--- config.mk ---
export PLATFORM = sky130hd
export DESIGN_NAME = nps_ctrl
export DESIGN_NICKNAME = d
export VERILOG_FILES = /design/src/design/nps_pkg.sv /design/src/design/nps_ctrl.sv
export SDC_FILE = /design/constraint.sdc
export NUM_CORES = 1
export LEC_CHECK = 0
export BUFFER_PORTS_ARGS = -buffer_cell sky130_fd_sc_hd__buf_2
export CELL_PAD_IN_SITES_DETAIL_PLACEMENT = 1
export CELL_PAD_IN_SITES_GLOBAL_PLACEMENT = 2
export CORE_AREA = 5 5 42 44
export DETAILED_ROUTE_END_ITERATION = 12
export DIE_AREA = 0 0 47 49
export PLACE_DENSITY_LB_ADDON = 0.25
export SYNTH_ARGS = -nofsm -noshare
export SYNTH_HDL_FRONTEND = slang
export SYNTH_SLANG_ARGS = --single-unit
--- constraint.sdc ---
create_clock -name i_clk -period 2.4 [get_ports i_clk]
set_clock_uncertainty 0.1 [all_clocks]
set_input_delay 0.6 -clock i_clk [delete_from_list [all_inputs] [get_ports i_clk]]
set_output_delay 0.6 -clock i_clk [all_outputs]
set_load 0.01 [all_outputs]
--- src/design/nps_pkg.sv ---
// Shared types and constants for the nearest point search unit.
// Has no dependencies. The controller, the datapath and the top level import it.
package nps_pkg;

    // Field widths at the ports
    localparam int IDX_W   = 10;
    localparam int CNT_W   = 11;
    localparam int FIELD_W = 16;
    localparam int DIST_W  = 36;

    // Default parameter values
    localparam int DEF_MAX_POINTS = 1024;
    localparam int DEF_COORD_BITS = 16;

    // Request codes
    localparam logic REQ_WRITE = 1'b0;
    localparam logic REQ_QUERY = 1'b1;

    // Controller to datapath
    typedef struct packed {
        logic write_pt;    // store the incoming point
        logic load_query;  // latch query point and scan length, restart scan
        logic scan;        // read the next store entry into the pipe
        logic load_out;    // move the result into the output register
    } t_dp_cmd;

    // Datapath to controller
    typedef struct packed {
        logic cnt_zero;    // configured scan length is zero
        logic last_addr;   // entry being read now is the last one
        logic pipe_busy;   // distance pipe still holds entries
    } t_dp_sts;

endpackage

--- src/design/nps_ctrl.sv ---
// Sequencer for the nearest point search unit: handshakes and scan control.
// Uses nps_pkg for the command and status structs and request codes.
module nps_ctrl
    import nps_pkg::*;
(
    input  logic    i_clk,
    input  logic    i_rst_n,
    input  logic    i_in_valid,
    input  logic    i_req_type,
    input  logic    i_out_stall,
    input  t_dp_sts i_sts,
    output logic    o_in_stall,
    output logic    o_out_valid,
    output t_dp_cmd o_cmd
);

    typedef enum logic [1:0] {
        S_IDLE,
        S_SCAN,
        S_DRAIN,
        S_FINISH
    } t_state;

    t_state r_state, n_state;
    logic   r_out_valid, n_out_valid;
    logic   in_acc;
    logic   out_free;

    assign in_acc   = i_in_valid && (r_state == S_IDLE);
    assign out_free = !r_out_valid || !i_out_stall;

    always_comb begin
        n_state     = r_state;
        n_out_valid = r_out_valid && i_out_stall;
        o_cmd       = '0;
        case (r_state)
            S_IDLE: begin
                if (in_acc) begin
                    if (i_req_type == REQ_WRITE) begin
                        o_cmd.write_pt = 1'b1;
                    end else begin
                        o_cmd.load_query = 1'b1;
                        n_state = i_sts.cnt_zero ? S_FINISH : S_SCAN;
                    end
                end
            end
            S_SCAN: begin
                o_cmd.scan = 1'b1;
                if (i_sts.last_addr) begin
                    n_state = S_DRAIN;
                end
            end
            S_DRAIN: begin
                if (!i_sts.pipe_busy) begin
                    n_state = S_FINISH;
                end
            end
            S_FINISH: begin
                if (out_free) begin
                    o_cmd.load_out = 1'b1;
                    n_out_valid    = 1'b1;
                    n_state        = S_IDLE;
                end
            end
            default: begin
                n_state = S_IDLE;
            end
        endcase
    end

    always_ff @(posedge i_clk) begin
        if (!i_rst_n) begin
            r_state     <= S_IDLE;
            r_out_valid <= 1'b0;
        end else begin
            r_state     <= n_state;
            r_out_valid <= n_out_valid;
        end
    end

    assign o_in_stall  = (r_state != S_IDLE);
    assign o_out_valid = r_out_valid;

endmodule

==> results_dict.tcl <==
set metrics [dict create \
    grt_max_degree 6 \
    clockBufferDepth 2 \
    grt_first_pass_wirelength_microns 1100 \
    outcome "finished, final reports clean" \
    ios 14 \
    worstPathRequired_ns 1.70 \
    postCtsSetupBuffers 0 \
    setup_tns_ns 0 \
    fill_cells 178 \
    tritoncts "yes" \
    overflow 0 \
    placed_area_sq_um 349 \
    rr_worst_depth 5 \
    drive_gt1_frac 0.413 \
    worst_pin_slew_ns 0.207 \
    gp_congestion 0.669 \
    hpwl_microns 582 \
    p_total_uw 330 \
    critPathLaunch "r_state[1]$_SDFFE_PN0P_" \
    initial_core_util 0.188 \
    cts_max_level 1 \
    crit_slowest_cell "dfxtp_1" \
    synth_fp_nets 42 \
    rows 14 \
    vias 257 \
    viasPerCell 4.15 \
    end_kind "output port" \
    avgSynthCellArea_sq_um 9.10 \
    pre_cts_slack_ns 0.659 \
    final.setup.worst_slack_ns 0.433 \
    min_path_type "reg2reg" \
    drv_cap 0 \
    p_per_area_nw_per_um2 880 \
    critPathMaxStageDelay_ns 0.38 \
    antennaDiodeCount 0 \
    drt_iter0_drc 2 \
    critPathMaxFanout 4 \
    ant_nets 0 \
    root_buffer "clkbuf_4" \
    post_cts_resize_count 0 \
    first_pass_iters 2 \
    fin_area_sq_um 375 \
    fmax_mhz 508 \
    drv_slew 0 \
    grt_antenna_before_repair 0 \
    worst_r2r_endpoint "r_state[0]$_SDFFE_PN0P_" \
    yosysUniqueCellTypes 16 \
    ctsHoldBuffers 0 \
    arrival_ns 1.27 \
    peakVddDrop_v 0.000294 \
    critPathBufInv 2 \
    leakagePower_uw 0.000194 \
    setup_viol 0 \
    worstSetupPathDepth 4 \
    wire_per_inst_microns 10.3 \
    path_class "reg2out" \
    cts_buffers 3 \
    fp.coreArea_sq_um 1400 \
    cp-endpoint "o_cmd[2]" \
    r2r_start "r_state[1]$_SDFFE_PN0P_" \
    layout.cells.non_filler 62 \
    crit_chain "inv_1 -> ha_1 -> and3_2 -> buf_2" \
    syn-instance-count 29 \
    critPathLaunchType "register" \
    routed_wl_microns 641 \
    dp.cells 58 \
    ys_seq_elements 3 \
    cts.sinks 3 \
    die-area_sq_um 2300 \
    fin_nets 60 \
    portBuffers 13 \
    grt_pass1_vias 268 \
    clk_pin_slew_worst_paths_ns 0.04 \
    rrSetupSlack_ns 1.09 \
    syn_area_sq_um 264 \
    drc 0 \
    fin_crit_ns 1.97 \
    clk_latency_ns 0.23 \
    rsz0062_at_grt "false" \
    die_h_microns 49 \
    crit_family "flip-flops" \
    seq_area_frac_synth 0.227 \
    max_slew_margin 0.862 \
    area_growth_pct 42.2 \
    final-hold-violation-count 0 \
    grtUsageTotal 0.0710 \
    ys.warnings.count 0 \
    die_w_microns 47 \
    finalCritPeriodShare 0.819 \
]
==> worst min-delay path by stage <==
stage / start / to / slack, ns / cells past startpoint
2_1_floorplan: r_state[1]$_SDFFE_PN0P_ / r_state[1]$_SDFFE_PN0P_ / 0.37 / 2
3_3_place_gp: r_state[0]$_SDFFE_PN0P_ / r_state[0]$_SDFFE_PN0P_ / 0.39 / 2
3_5_place_dp: r_state[0]$_SDFFE_PN0P_ / r_state[0]$_SDFFE_PN0P_ / 0.41 / 2
4_1_cts: r_state[0]$_SDFFE_PN0P_ / r_state[0]$_SDFFE_PN0P_ / 0.41 / 2
5_1_grt: r_state[0]$_SDFFE_PN0P_ / r_state[0]$_SDFFE_PN0P_ / 0.45 / 2
6_report: r_state[0]$_SDFFE_PN0P_ / r_state[0]$_SDFFE_PN0P_ / 0.40 / 2
==> cells in the mapped netlist <==
cell type | number | share of area
and3_2 | 1 | 0.028
o21ai_0 | 1 | 0.019
nand2_1 | 4 | 0.057
inv_1 | 3 | 0.043
ha_1 | 5 | 0.24
o2111ai_4 | 1 | 0.10
mux2i_1 | 2 | 0.076
a21oi_1 | 1 | 0.019
nor2_1 | 1 | 0.014
nand2b_1 | 2 | 0.047
and2_4 | 1 | 0.033
dfxtp_1 | 3 | 0.23
nand3_1 | 1 | 0.019
o211ai_1 | 1 | 0.028
a21boi_0 | 1 | 0.028
nor2b_1 | 1 | 0.024
==> worst register-to-register path: cells and delay by family, from the launching register on <==
family / cells / cell delay [ns]
AO/OA/AOI/OAI: 1 / 0.23
adder cells (fa/ha/maj): 1 / 0.19
buffers and inverters: 2 / 0.19
flip-flops: 1 / 0.34
multiplexers: 1 / 0.19
==> through the flow <==
step | utilization | hold WS (ns)
after floorplan | - | 0.371
after global placement | 0.249 | 0.390
after detailed placement | 0.249 | 0.406
after CTS | 0.268 | 0.411
after global routing | 0.268 | 0.454
final | 0.268 | 0.399
==> logic make-up (layout without fill, tap and decap cells) <==
kind of cell / after synthesis / after routing / synth area share
AOI/OAI and AO/OA: 5 / 5 / 0.194
adders and majority gates: 5 / 5 / 0.237
buffers and inverters: 3 / 20 / 0.0427
DFF: 3 / 3 / 0.227
muxes: 2 / 2 / 0.0758
and+or+nand+nor: 11 / 11 / 0.223
==> sequential cells by signal, summed over array words and instances, names as in the netlist <==
name / cells
o_out_valid: 1
r_state: 2
==> final cells by class <==
class                           count  area, sq um  area share
Timing Repair Buffer               13         65.1       0.173
Clock buffer                        4         26.3      0.0700
Multi-Input combinational cell     23          193       0.513
Tap cell                           16         20.0      0.0533
Inverter                            3         11.3      0.0300
Sequential cell                     3         60.1       0.160
==> layer usage <==
metal	global-route usage	share of wire
met1	0.0633	0.36
met2	0.109	0.52
met3	0.0443	0.089
met4	0.0553	0.023
met5	0	0
==> report_power, final <==
group / switching [uW] / total [uW] / internal (uW)
logic: 86.6 / 167 / 80.2
registers: 12.9 / 76.1 / 63.3
clock network: 25.0 / 87.2 / 62.2
total: 124 / 330 / 206
==> cells in the final DEF (no fill, tap or decap), drive strengths merged, types with 2 or more instances in the layout <==
cell    count
buf        13
ha          5
inv         3
dfxtp       3
mux2i       2
clkbuf      4
nand2b      2
nand2       4
Power figures use the tool's default switching activity.
